===== config.mk =====
export PLATFORM = sky130hd
export DESIGN_NAME = actuator_pulse_train_sequencer_unit_flat
export DESIGN_NICKNAME = d
export VERILOG_FILES = /design/src/hdl/apts_pkg.sv /design/src/hdl/apts_in_if.sv /design/src/hdl/apts_out_if.sv /design/src/hdl/apts_cfg_regs.sv /design/src/hdl/apts_core.sv /design/src/hdl/actuator_pulse_train_sequencer_unit.sv /design/src/flat_wrapper.sv
export SDC_FILE = /design/constraint.sdc
export NUM_CORES = 1
export LEC_CHECK = 0
export BUFFER_PORTS_ARGS = -buffer_cell sky130_fd_sc_hd__buf_2
export CORE_ASPECT_RATIO = 1.4
export CORE_MARGIN = 2
export CORE_UTILIZATION = 65
export CTS_BUF_LIST = sky130_fd_sc_hd__clkbuf_4 sky130_fd_sc_hd__clkbuf_8
export DETAILED_ROUTE_END_ITERATION = 10
export PLACE_DENSITY = 0.89
export SYNTH_ARGS = -nofsm -noshare
export SYNTH_HDL_FRONTEND = slang
export SYNTH_SLANG_ARGS = --single-unit
export TNS_END_PERCENT = 30

===== constraint.sdc =====
create_clock -name clk -period 7.5 [get_ports clk]
set_input_delay 0.75 -clock clk [delete_from_list [all_inputs] [get_ports clk]]
set_output_delay 0.75 -clock clk [all_outputs]
set_load 0.05 [all_outputs]

===== src/hdl/apts_pkg.sv =====
// Shared types, codes and helpers for the actuator pulse-train sequencer.
// No dependencies; the register file, the core and the top level import this package.
package apts_pkg;

	// Configuration port geometry
	localparam int unsigned CFG_DATA_W = 16;
	localparam int unsigned CFG_IDX_W  = 3;

	// Register indexes
	localparam logic [CFG_IDX_W-1:0] REG_HIGH_STRONG = 3'd0;
	localparam logic [CFG_IDX_W-1:0] REG_HIGH_WEAK   = 3'd1;
	localparam logic [CFG_IDX_W-1:0] REG_REPEATS     = 3'd2;
	localparam logic [CFG_IDX_W-1:0] REG_COOLDOWN    = 3'd3;
	localparam logic [CFG_IDX_W-1:0] REG_THRESHOLD   = 3'd4;

	// Register reset values
	localparam logic [15:0] HIGH_TIME_RST = 16'd1;
	localparam logic [15:0] REPEATS_RST   = 16'd1;
	localparam logic [15:0] COOLDOWN_RST  = 16'd1;
	localparam logic [9:0]  THRESHOLD_RST = 10'd395;

	// Operation codes
	localparam logic [1:0] OP_TICK  = 2'd0;
	localparam logic [1:0] OP_SLEEP = 2'd1;
	localparam logic [1:0] OP_TEST  = 2'd2;

	// Pulse phases
	localparam logic [1:0] PH_IDLE = 2'd0;
	localparam logic [1:0] PH_HIGH = 2'd1;
	localparam logic [1:0] PH_LOW  = 2'd2;

	// Test sequence steps
	localparam logic [1:0] TS_COOLDOWN = 2'd0;
	localparam logic [1:0] TS_RUN      = 2'd1;
	localparam logic [1:0] TS_DONE     = 2'd2;

	// Default limits
	localparam logic [7:0] HIGH_TIME_LIMIT_DEF = 8'd40;
	localparam logic [7:0] TEST_RUNS_DEF       = 8'd1;

	typedef struct packed {
		logic [15:0] high_strong;
		logic [15:0] high_weak;
		logic [15:0] repeats;
		logic [15:0] cooldown;
		logic [9:0]  threshold;
	} cfg_t;

	typedef struct packed {
		logic [1:0] operation;
		logic [7:0] signal_value;
		logic       supply_normal;
		logic [9:0] battery_level;
	} item_t;

	typedef struct packed {
		logic       drive_enable;
		logic [1:0] pulse_phase;
		logic       test_active;
	} result_t;

	// Clamp a raw high time to 1..lim
	function automatic logic [7:0] clamp_high(logic [15:0] v, logic [7:0] lim);
		if (v == 16'd0) begin
			return 8'd1;
		end else if (v > {8'd0, lim}) begin
			return lim;
		end else begin
			return v[7:0];
		end
	endfunction

endpackage


===== src/hdl/apts_in_if.sv =====
// Input channel of the pulse-train sequencer: valid/ready plus one input item.
// No dependencies.
interface apts_in_if;
	logic       valid;
	logic       ready;
	logic [1:0] operation;
	logic [7:0] signal_value;
	logic       supply_normal;
	logic [9:0] battery_level;

	modport source (output valid, output operation, output signal_value,
		output supply_normal, output battery_level, input ready);
	modport sink (input valid, input operation, input signal_value,
		input supply_normal, input battery_level, output ready);
endinterface


===== src/hdl/apts_out_if.sv =====
// Result channel of the pulse-train sequencer: valid/ready plus one result item.
// No dependencies.
interface apts_out_if;
	logic       valid;
	logic       ready;
	logic       drive_enable;
	logic [1:0] pulse_phase;
	logic       test_active;

	modport source (output valid, output drive_enable, output pulse_phase,
		output test_active, input ready);
	modport sink (input valid, input drive_enable, input pulse_phase,
		input test_active, output ready);
endinterface


===== src/hdl/apts_cfg_regs.sv =====
// Configuration register file of the pulse-train sequencer.
// Depends on apts_pkg.
module apts_cfg_regs (
	input  logic                                 clk,
	input  logic                                 arst_n,
	input  logic                                 cfg_wr_en,
	input  logic [apts_pkg::CFG_IDX_W-1:0]       cfg_index,
	input  logic [apts_pkg::CFG_DATA_W-1:0]      cfg_data,
	output apts_pkg::cfg_t                       cfg
);
	import apts_pkg::*;

	cfg_t cfg_q;

	// Write the addressed register; drop writes beyond the list
	always_ff @(posedge clk or negedge arst_n) begin
		if (!arst_n) begin
			cfg_q.high_strong <= HIGH_TIME_RST;
			cfg_q.high_weak   <= HIGH_TIME_RST;
			cfg_q.repeats     <= REPEATS_RST;
			cfg_q.cooldown    <= COOLDOWN_RST;
			cfg_q.threshold   <= THRESHOLD_RST;
		end else if (cfg_wr_en) begin
			case (cfg_index)
				REG_HIGH_STRONG: cfg_q.high_strong <= cfg_data;
				REG_HIGH_WEAK:   cfg_q.high_weak   <= cfg_data;
				REG_REPEATS:     cfg_q.repeats     <= cfg_data;
				REG_COOLDOWN:    cfg_q.cooldown    <= cfg_data;
				REG_THRESHOLD:   cfg_q.threshold   <= cfg_data[9:0];
				default: ;
			endcase
		end
	end

	assign cfg = cfg_q;
endmodule


===== src/hdl/apts_core.sv =====
// Sequencer state and its next-state logic: pulse train, test run, abort.
// Depends on apts_pkg; the result is the state after the current item.
module apts_core #(
	parameter logic [7:0] HIGH_TIME_LIMIT = apts_pkg::HIGH_TIME_LIMIT_DEF,
	parameter logic [7:0] TEST_RUNS       = apts_pkg::TEST_RUNS_DEF
) (
	input  logic              clk,
	input  logic              arst_n,
	input  logic              advance,
	input  apts_pkg::item_t   item,
	input  apts_pkg::cfg_t    cfg,
	output apts_pkg::result_t result
);
	import apts_pkg::*;

	logic [1:0]  phase_q, phase_d;
	logic [15:0] phase_timer_q, phase_timer_d;
	logic [7:0]  repeats_left_q, repeats_left_d;
	logic [7:0]  prev_signal_q, prev_signal_d;
	logic        drive_q, drive_d;
	logic        test_mode_q, test_mode_d;
	logic [1:0]  test_step_q, test_step_d;
	logic [7:0]  test_ticks_q, test_ticks_d;
	logic [7:0]  test_runs_q, test_runs_d;
	logic [7:0]  lat_strong_q, lat_strong_d;
	logic [7:0]  lat_weak_q, lat_weak_d;
	logic [15:0] lat_cool_q, lat_cool_d;

	logic [7:0]  tick_inc;
	logic [7:0]  runs_inc;
	logic [15:0] timer_dec;
	logic [7:0]  repeats_dec;
	logic [7:0]  strong_clamp;
	logic [7:0]  weak_clamp;
	logic        battery_weak;

	// Compute the state after this item
	always_comb begin
		phase_d        = phase_q;
		phase_timer_d  = phase_timer_q;
		repeats_left_d = repeats_left_q;
		prev_signal_d  = prev_signal_q;
		drive_d        = drive_q;
		test_mode_d    = test_mode_q;
		test_step_d    = test_step_q;
		test_ticks_d   = test_ticks_q;
		test_runs_d    = test_runs_q;
		lat_strong_d   = lat_strong_q;
		lat_weak_d     = lat_weak_q;
		lat_cool_d     = lat_cool_q;

		tick_inc     = test_ticks_q + 8'd1;
		runs_inc     = test_runs_q + 8'd1;
		timer_dec    = phase_timer_q - 16'd1;
		repeats_dec  = repeats_left_q - 8'd1;
		strong_clamp = clamp_high(cfg.high_strong, HIGH_TIME_LIMIT);
		weak_clamp   = clamp_high(cfg.high_weak, HIGH_TIME_LIMIT);
		battery_weak = (item.battery_level < cfg.threshold);

		case (item.operation)
			OP_TICK: begin
				if (item.supply_normal) begin
					if (test_mode_q) begin
						// Test run holds the train idle
						phase_d = PH_IDLE;
						case (test_step_q)
							TS_COOLDOWN: begin
								drive_d      = 1'b0;
								test_ticks_d = tick_inc;
								if ({8'd0, tick_inc} >= cfg.cooldown) begin
									test_ticks_d = 8'd0;
									test_step_d  = TS_RUN;
								end
							end
							TS_RUN: begin
								drive_d      = 1'b1;
								test_ticks_d = tick_inc;
								if (tick_inc >= cfg.high_strong[7:0]) begin
									test_runs_d  = runs_inc;
									test_ticks_d = 8'd0;
									test_step_d  = (runs_inc >= TEST_RUNS) ? TS_DONE : TS_COOLDOWN;
								end
							end
							TS_DONE: begin
								test_mode_d  = 1'b0;
								test_step_d  = TS_RUN;
								test_runs_d  = 8'd0;
								test_ticks_d = 8'd0;
								drive_d      = 1'b0;
							end
							default: ;
						endcase
					end else if (phase_q == PH_IDLE) begin
						// Start a train on a rising edge from zero to one
						if (item.signal_value == 8'd1 && prev_signal_q == 8'd0) begin
							phase_d        = PH_HIGH;
							lat_strong_d   = strong_clamp;
							lat_weak_d     = weak_clamp;
							lat_cool_d     = (cfg.cooldown == 16'd0) ? 16'd1 : cfg.cooldown;
							repeats_left_d = (cfg.repeats == 16'd0) ? 8'd1 : cfg.repeats[7:0];
							phase_timer_d  = {8'd0, battery_weak ? weak_clamp : strong_clamp};
							drive_d        = 1'b1;
						end
					end else if (phase_q == PH_HIGH) begin
						phase_timer_d = timer_dec;
						if (timer_dec == 16'd0) begin
							phase_d       = PH_LOW;
							drive_d       = 1'b0;
							phase_timer_d = lat_cool_q;
						end
					end else if (phase_q == PH_LOW) begin
						phase_timer_d = timer_dec;
						if (timer_dec == 16'd0) begin
							repeats_left_d = repeats_dec;
							if (repeats_dec == 8'd0) begin
								phase_d = PH_IDLE;
							end else begin
								phase_d       = PH_HIGH;
								phase_timer_d = {8'd0, battery_weak ? lat_weak_q : lat_strong_q};
								drive_d       = 1'b1;
							end
						end
					end
				end else begin
					// Abnormal supply aborts train and test
					phase_d     = PH_IDLE;
					test_step_d = TS_DONE;
					drive_d     = 1'b0;
				end
				prev_signal_d = item.signal_value;
			end
			OP_SLEEP: begin
				phase_d       = PH_IDLE;
				test_step_d   = TS_DONE;
				drive_d       = 1'b0;
				prev_signal_d = 8'd0;
			end
			OP_TEST: begin
				test_mode_d = 1'b1;
			end
			default: ;
		endcase
	end

	// Commit the new state when the item moves to the result register
	always_ff @(posedge clk or negedge arst_n) begin
		if (!arst_n) begin
			phase_q        <= PH_IDLE;
			phase_timer_q  <= 16'd0;
			repeats_left_q <= 8'd0;
			prev_signal_q  <= 8'd0;
			drive_q        <= 1'b0;
			test_mode_q    <= 1'b0;
			test_step_q    <= TS_RUN;
			test_ticks_q   <= 8'd0;
			test_runs_q    <= 8'd0;
			lat_strong_q   <= 8'd1;
			lat_weak_q     <= 8'd1;
			lat_cool_q     <= 16'd1;
		end else if (advance) begin
			phase_q        <= phase_d;
			phase_timer_q  <= phase_timer_d;
			repeats_left_q <= repeats_left_d;
			prev_signal_q  <= prev_signal_d;
			drive_q        <= drive_d;
			test_mode_q    <= test_mode_d;
			test_step_q    <= test_step_d;
			test_ticks_q   <= test_ticks_d;
			test_runs_q    <= test_runs_d;
			lat_strong_q   <= lat_strong_d;
			lat_weak_q     <= lat_weak_d;
			lat_cool_q     <= lat_cool_d;
		end
	end

	assign result.drive_enable = drive_d;
	assign result.pulse_phase  = phase_d;
	assign result.test_active  = test_mode_d;
endmodule


===== src/hdl/actuator_pulse_train_sequencer_unit.sv =====
// Actuator pulse-train sequencer, top level. Takes one item per clock cycle
// while the result side does not stall, and returns one result per item:
// the item lands in an input register, the sequencer state logic works on
// it combinationally, and the result waits in an output register. The input
// side keeps taking items while a result waits, stalling only when both
// registers are full. Configuration writes take effect on the next cycle and
// should be made while no item is in flight. Depends on apts_pkg, apts_in_if,
// apts_out_if, apts_cfg_regs and apts_core.
module actuator_pulse_train_sequencer_unit #(
	parameter logic [7:0] HIGH_TIME_LIMIT = apts_pkg::HIGH_TIME_LIMIT_DEF,
	parameter logic [7:0] TEST_RUNS       = apts_pkg::TEST_RUNS_DEF
) (
	input  logic                            clk,
	input  logic                            arst_n,
	apts_in_if.sink                         item,
	apts_out_if.source                      result,
	input  logic                            cfg_wr_en,
	input  logic [apts_pkg::CFG_IDX_W-1:0]  cfg_index,
	input  logic [apts_pkg::CFG_DATA_W-1:0] cfg_data
);
	import apts_pkg::*;

	cfg_t    cfg;
	item_t   item_s1;
	logic    valid_s1;
	result_t res_next;
	result_t result_s2;
	logic    valid_s2;
	logic    advance;
	logic    in_xfer;

	// Move the held item on when the result register is free or being drained
	assign advance    = valid_s1 && (!valid_s2 || result.ready);
	assign item.ready = !valid_s1 || advance;
	assign in_xfer    = item.valid && item.ready;

	apts_cfg_regs u_cfg (
		.clk       (clk),
		.arst_n    (arst_n),
		.cfg_wr_en (cfg_wr_en),
		.cfg_index (cfg_index),
		.cfg_data  (cfg_data),
		.cfg       (cfg)
	);

	apts_core #(
		.HIGH_TIME_LIMIT (HIGH_TIME_LIMIT),
		.TEST_RUNS       (TEST_RUNS)
	) u_core (
		.clk     (clk),
		.arst_n  (arst_n),
		.advance (advance),
		.item    (item_s1),
		.cfg     (cfg),
		.result  (res_next)
	);

	// Track occupancy of the input and result registers
	always_ff @(posedge clk or negedge arst_n) begin
		if (!arst_n) begin
			valid_s1 <= 1'b0;
			valid_s2 <= 1'b0;
		end else begin
			if (in_xfer) begin
				valid_s1 <= 1'b1;
			end else if (advance) begin
				valid_s1 <= 1'b0;
			end
			if (advance) begin
				valid_s2 <= 1'b1;
			end else if (result.ready) begin
				valid_s2 <= 1'b0;
			end
		end
	end

	// Capture payloads
	always_ff @(posedge clk) begin
		if (in_xfer) begin
			item_s1.operation     <= item.operation;
			item_s1.signal_value  <= item.signal_value;
			item_s1.supply_normal <= item.supply_normal;
			item_s1.battery_level <= item.battery_level;
		end
		if (advance) begin
			result_s2 <= res_next;
		end
	end

	assign result.valid        = valid_s2;
	assign result.drive_enable = result_s2.drive_enable;
	assign result.pulse_phase  = result_s2.pulse_phase;
	assign result.test_active  = result_s2.test_active;
endmodule

===== src/flat_wrapper.sv =====
// flat-port wrapper written by rule: the top's interface ports become plain ports
module actuator_pulse_train_sequencer_unit_flat import apts_pkg::*;
#(
	parameter logic [7:0] HIGH_TIME_LIMIT = apts_pkg::HIGH_TIME_LIMIT_DEF,
	parameter logic [7:0] TEST_RUNS       = apts_pkg::TEST_RUNS_DEF
)
  (clk, arst_n, cfg_wr_en, cfg_index, cfg_data, item_valid, item_operation, item_signal_value, item_supply_normal, item_battery_level, item_ready, result_valid, result_drive_enable, result_pulse_phase, result_test_active, result_ready);
  apts_in_if item_i ();
  apts_out_if result_i ();
  input  logic clk;
  input  logic arst_n;
  input  logic cfg_wr_en;
  input  logic [apts_pkg::CFG_IDX_W-1:0] cfg_index;
  input  logic [apts_pkg::CFG_DATA_W-1:0] cfg_data;
  input wire logic [$bits(item_i.valid)-1:0] item_valid;
  input wire logic [$bits(item_i.operation)-1:0] item_operation;
  input wire logic [$bits(item_i.signal_value)-1:0] item_signal_value;
  input wire logic [$bits(item_i.supply_normal)-1:0] item_supply_normal;
  input wire logic [$bits(item_i.battery_level)-1:0] item_battery_level;
  output wire logic [$bits(item_i.ready)-1:0] item_ready;
  output wire logic [$bits(result_i.valid)-1:0] result_valid;
  output wire logic [$bits(result_i.drive_enable)-1:0] result_drive_enable;
  output wire logic [$bits(result_i.pulse_phase)-1:0] result_pulse_phase;
  output wire logic [$bits(result_i.test_active)-1:0] result_test_active;
  input wire logic [$bits(result_i.ready)-1:0] result_ready;
  assign item_i.valid = item_valid;
  assign item_i.operation = item_operation;
  assign item_i.signal_value = item_signal_value;
  assign item_i.supply_normal = item_supply_normal;
  assign item_i.battery_level = item_battery_level;
  assign item_ready = item_i.ready;
  assign result_valid = result_i.valid;
  assign result_drive_enable = result_i.drive_enable;
  assign result_pulse_phase = result_i.pulse_phase;
  assign result_test_active = result_i.test_active;
  assign result_i.ready = result_ready;
  actuator_pulse_train_sequencer_unit #(.HIGH_TIME_LIMIT(HIGH_TIME_LIMIT), .TEST_RUNS(TEST_RUNS)) u_core (.clk(clk), .arst_n(arst_n), .item(item_i), .result(result_i), .cfg_wr_en(cfg_wr_en), .cfg_index(cfg_index), .cfg_data(cfg_data));
endmodule

==> impl_summary.md <==
Status
The flow ran to the end, and the final reports show no timing, DRC or antenna violations.

Synth
Yosys printed 0 warnings. The compound-cell area share of the yosys netlist is between 10% and 20%. The xor/xnor cell area share of the yosys netlist is 1.39%. The share of async-settable or async-resettable flops after synthesis is 86.6%. In this run the mean area of a mapped cell was 10.5 um2. The number of nets in the synthesized netlist is ~980. The sequential share of the synthesized area is 50.8%. The multiplexer area fraction after synthesis is 9.67%. The dominant cell type by area after synthesis is sky130_fd_sc_hd__dfrtp_1. The most used flip-flop cell after synthesis is sky130_fd_sc_hd__dfrtp_1. The cell area after synthesis is 9480 um2.

The simple-gate share of the synthesized area is 17.4%. The cell count after synthesis is 900. The synthesized design devotes to its leading area cell type around 39% of total area.

In the synthesized netlist, the cells that appear most often are sky130_fd_sc_hd__dfrtp_1, sky130_fd_sc_hd__nand2_1, sky130_fd_sc_hd__o21ai_0. Counting flops and latches in the post-synthesis netlist gives 187. The library cell with the highest instance count after synthesis is sky130_fd_sc_hd__dfrtp_1. The synthesized-area fraction occupied by adder cells is 4.88%. In the post-synthesis netlist, the biggest area contributors are sky130_fd_sc_hd__dfrtp_1, sky130_fd_sc_hd__mux2_2, sky130_fd_sc_hd__edfxtp_1. The number of synthesized flops with an enable pin is 25. The number of unique standard cell types used by synthesis is 72.

The main combinational cell family by area after synthesis is simple AND/OR/NAND/NOR gates.

Power and ir drop
The clock network burns 30.0% of the power. For this design the ratio of total power to cell area is 230 nW/um2. Registers are responsible for a little over half of the overall power. Across the VDD grid, the largest voltage drop is 0.271 mV. For this design the total switching power over the nets is 0.000726 W. Combinational logic is responsible for 17.2% of the overall power. The leakage dissipation is ~4.6 nW. The total chip power is 0.00238 W. The total internal power is 0.00166 W.

The share of total power consumed by net switching is 30.5%.

Die
The overall die area is around 16000 um2. The core region area is 14400 um2. In this run the core area contains 52 standard-cell rows.

In this run the count of I/O pins placed on the die edge is between 50 and 60. Once the floorplan was initialized, standard cells occupied between 60% and 70% of the core. The die boundary width is around 110 um. The floorplan step set the die height to 147 um.

Clock network
In this run the number of H-tree levels came out at 4. For this design, the CTS-stage hold fixing added 0 buffers. The tree built by TritonCTS fans out to 187 sinks.

The maximum root-to-sink buffer count is 2. The post-cts repair resize count is 0. The post-CTS setup buffer count is 0.

TritonCTS built the clock tree. The clock-pin slew reported for the worst setup and hold paths after clock tree synthesis is 0.11 ns. Buffers inserted during clock tree synthesis total 17. The cell sitting at the root of the clock tree is a sky130_fd_sc_hd__clkbuf_8. The worst-skew pair later-pin latency is 0.46 ns.

Timing
At the pin with the least slew margin, the transition time is between 1 and 1.5 ns. The number of setup violations in the final report is 0. The worst pin sits at a relative slew slack of 29.9%. Setup repair after global routing left no endpoint under its margin. The number of failing hold endpoints at the final stage came to 0. The setup total negative slack is 0 ns. The maximum operating frequency is 0.268 GHz. The worst path in the final design needs a cycle of ~3.7 ns, including I/O delays and setup. The number of pins with negative max-slew slack in the final report was 0. For the final database, setup skew stands at between 0.015 and 0.02 ns. The final critical path takes up 49.7% of the cycle.

Place
Input and output buffers added on the ports amount to 50. The final weighted congestion in routability-driven placement is 0.910. In this run, placement finished with an instance count of 1110.

The half-perimeter wire length after detailed placement is 15300 um.

Worst setup path
The worst register-to-register path has a setup slack of approximately 3.8 ns. The standard cell with the maximum stage delay on the critical path is sky130_fd_sc_hd__or4_1. The worst register-to-register path has a depth of 11. The cell family with the largest share of critical-path delay is simple AND/OR/NAND/NOR gates. The endpoint identified for the worst register-to-register timing path is u_core.u_core.test_runs_q[3]. For the worst setup path, the data arrival time is 4.13 ns. Along the worst path, the maximum fanout reaches 16.

Walking the worst path, the cells encountered are ha_1 > nand3_1 > nor2_1 > xor2_1 > ha_1 > o2111ai_1 > nor3_1 > o41ai_1 > or4_1 > or4b_2 > nand2_1. On the worst path, the slowest cell contributes a delay of ~0.75 ns. The count of buffer and inverter cells on the critical path is 0. The type of the worst setup path is register to register.

Data on the critical path is required at its endpoint by 7.90 ns. The origin of the critical flop-to-flop path is u_core.u_core.test_ticks_q[0]. STA classifies the critical path endpoint as a register. The kind of launch point of the worst setup path is a register.

The critical path's most frequent cell is sky130_fd_sc_hd__ha_1.

Route
The detailed-route wire length per cell is 19.4 um. The number of nets still failing antenna checks after routing is 0. The number of optimization iterations in the first detailed-route pass is 8. Dividing the detail-routed via count by the number of cells gives 6.41. For this run, design rule violations remaining after detail routing come to 0. The post-detailed-routing wire length is 22200 um.

The violation count after the first detailed-route iteration is 604. The number of vias after detailed routing is 7324.

Finish
Fill cells in the final layout number 926. The final layout contains 1022 nets. The finished layout holds around 1100 standard cells, fillers aside. Compared with the post-synthesis result, the final layout area differs by 9.17%.

Cells fill 72.0% of the core in the end. Of the cells placed in the final design, the portion with a size suffix greater than 1 is 20.1%. The count of antenna diodes in the layout is 0.

Global routing
The largest net degree at the start of global routing is 105. The total routing usage reported by global routing is 29.7%. The number of global-route vias before repair came to 7344. After global routing the overflow that remains totals 0. The first-pass GRT wire length is 36200 um. The number of antenna violations at the first check in global routing is 0.

Worst hold path
The type of the worst min-delay path is input pin to asynchronous set/reset pin.

Job
The tool flagged a number of max-cap violations equal to 0.
[metal layers]
metal	GRT usage, %	part of all wire, %	routed length, um
met1	35.7	38	8550
met2	51.1	51	11400
met3	5.32	5.0	1110
met4	15.1	5.4	1200
met5	0	0	0
[flip-flops by register name, indices dropped and copies added (netlist names), 2 cells and up]
register                      count
u_core.u_core.test_step_q         2
u_core.u_core.repeats_left_q      8
u_core.u_core.lat_weak_q          8
u_core.item_s1                   21
u_core.u_core.phase_timer_q      16
u_core.u_cfg.cfg                 74
u_core.u_core.test_runs_q         8
u_core.u_core.prev_signal_q       8
u_core.u_core.phase_q             2
u_core.result.pulse_phase         2
u_core.u_core.lat_strong_q        8
u_core.u_core.test_ticks_q        8
u_core.u_core.lat_cool_q         16
[final cells by class]
class,instances,area [um2],share of cell area [%]
Inverter,43,161,1.56
Clock inverter,14,183,1.76
Sequential cell,187,4820,46.6
Multi-Input combinational cell,633,4390,42.4
Clock buffer,18,248,2.39
Timing Repair Buffer,58,317,3.06
Tap cell,189,236,2.28
[kinds of logic (layout without fill, tap and decap cells)]
kind of cell,Yosys count,in the layout
buffers and inverters,80,133
adders and majority gates,37,37
and+or+nand+nor,310,310
AOI/OAI and AO/OA,188,188
muxes,83,83
xor gates and xnor gates,15,15
DFF,187,187
[layout by cell type, fill, tap and decap left out, drive strengths merged, types with 5 or more instances in the layout]
cell / count
dfrtp: 149
nand2: 102
o21ai: 84
mux2: 69
buf: 58
nor2: 53
inv: 47
ha: 37
a21oi: 29
edfxtp: 25
nor4: 23
nand3: 20
clkbuf: 18
nor3: 17
nand2b: 14
mux2i: 14
dfstp: 13
a31oi: 11
nand3b: 10
xnor2: 9
and3: 8
and2: 8
or3: 8
o31ai: 7
nor2b: 7
o211ai: 7
nor3b: 7
or4: 7
xor2: 6
a221oi: 6
a21o: 6
nor4b: 6
clkinv: 6
a211oi: 5
or2: 5
[worst max-delay path by stage]
| stage | from | to | slack [ns] | depth (start not counted) |
|---|---|---|---|---|
| 2_1_floorplan | u_core.u_core.test_ticks_q[0] | u_core.u_core.test_runs_q[3] | 4.28 | 12 |
| 6_report | u_core.u_core.test_ticks_q[0] | u_core.u_core.test_runs_q[3] | 3.77 | 11 |
| 4_1_cts | u_core.u_core.test_ticks_q[0] | u_core.u_core.test_runs_q[3] | 3.83 | 11 |
| 3_3_place_gp | u_core.u_core.test_ticks_q[0] | u_core.u_core.test_runs_q[3] | 3.98 | 11 |
| 5_1_grt | u_core.u_core.test_ticks_q[0] | u_core.u_core.test_runs_q[3] | 3.52 | 11 |
| 3_5_place_dp | u_core.u_core.test_ticks_q[0] | u_core.u_core.test_runs_q[3] | 3.87 | 11 |
[stage by stage]
stage	hold WS, ns	worst slack (ns)	instance area (um2)
after floorplan	0.439	4.28	9480
after global placement	0.452	3.98	9920
after detailed placement	0.459	3.87	9920
after CTS	0.439	3.83	10400
after global routing	0.420	3.52	10400
final	0.404	3.77	10400
[power by group through the flow]
stage	Sequential, W	Combinational (W)	Clock (W)
after floorplan	0.00124	0.000280	0
after global placement	0.00126	0.000376	0
after detailed placement	0.00127	0.000399	0
after CTS	0.00125	0.000408	0.000719
after global routing	0.00127	0.000456	0.000765
final	0.00126	0.000410	0.000715
No activity file was read; power rests on OpenSTA's default activity.
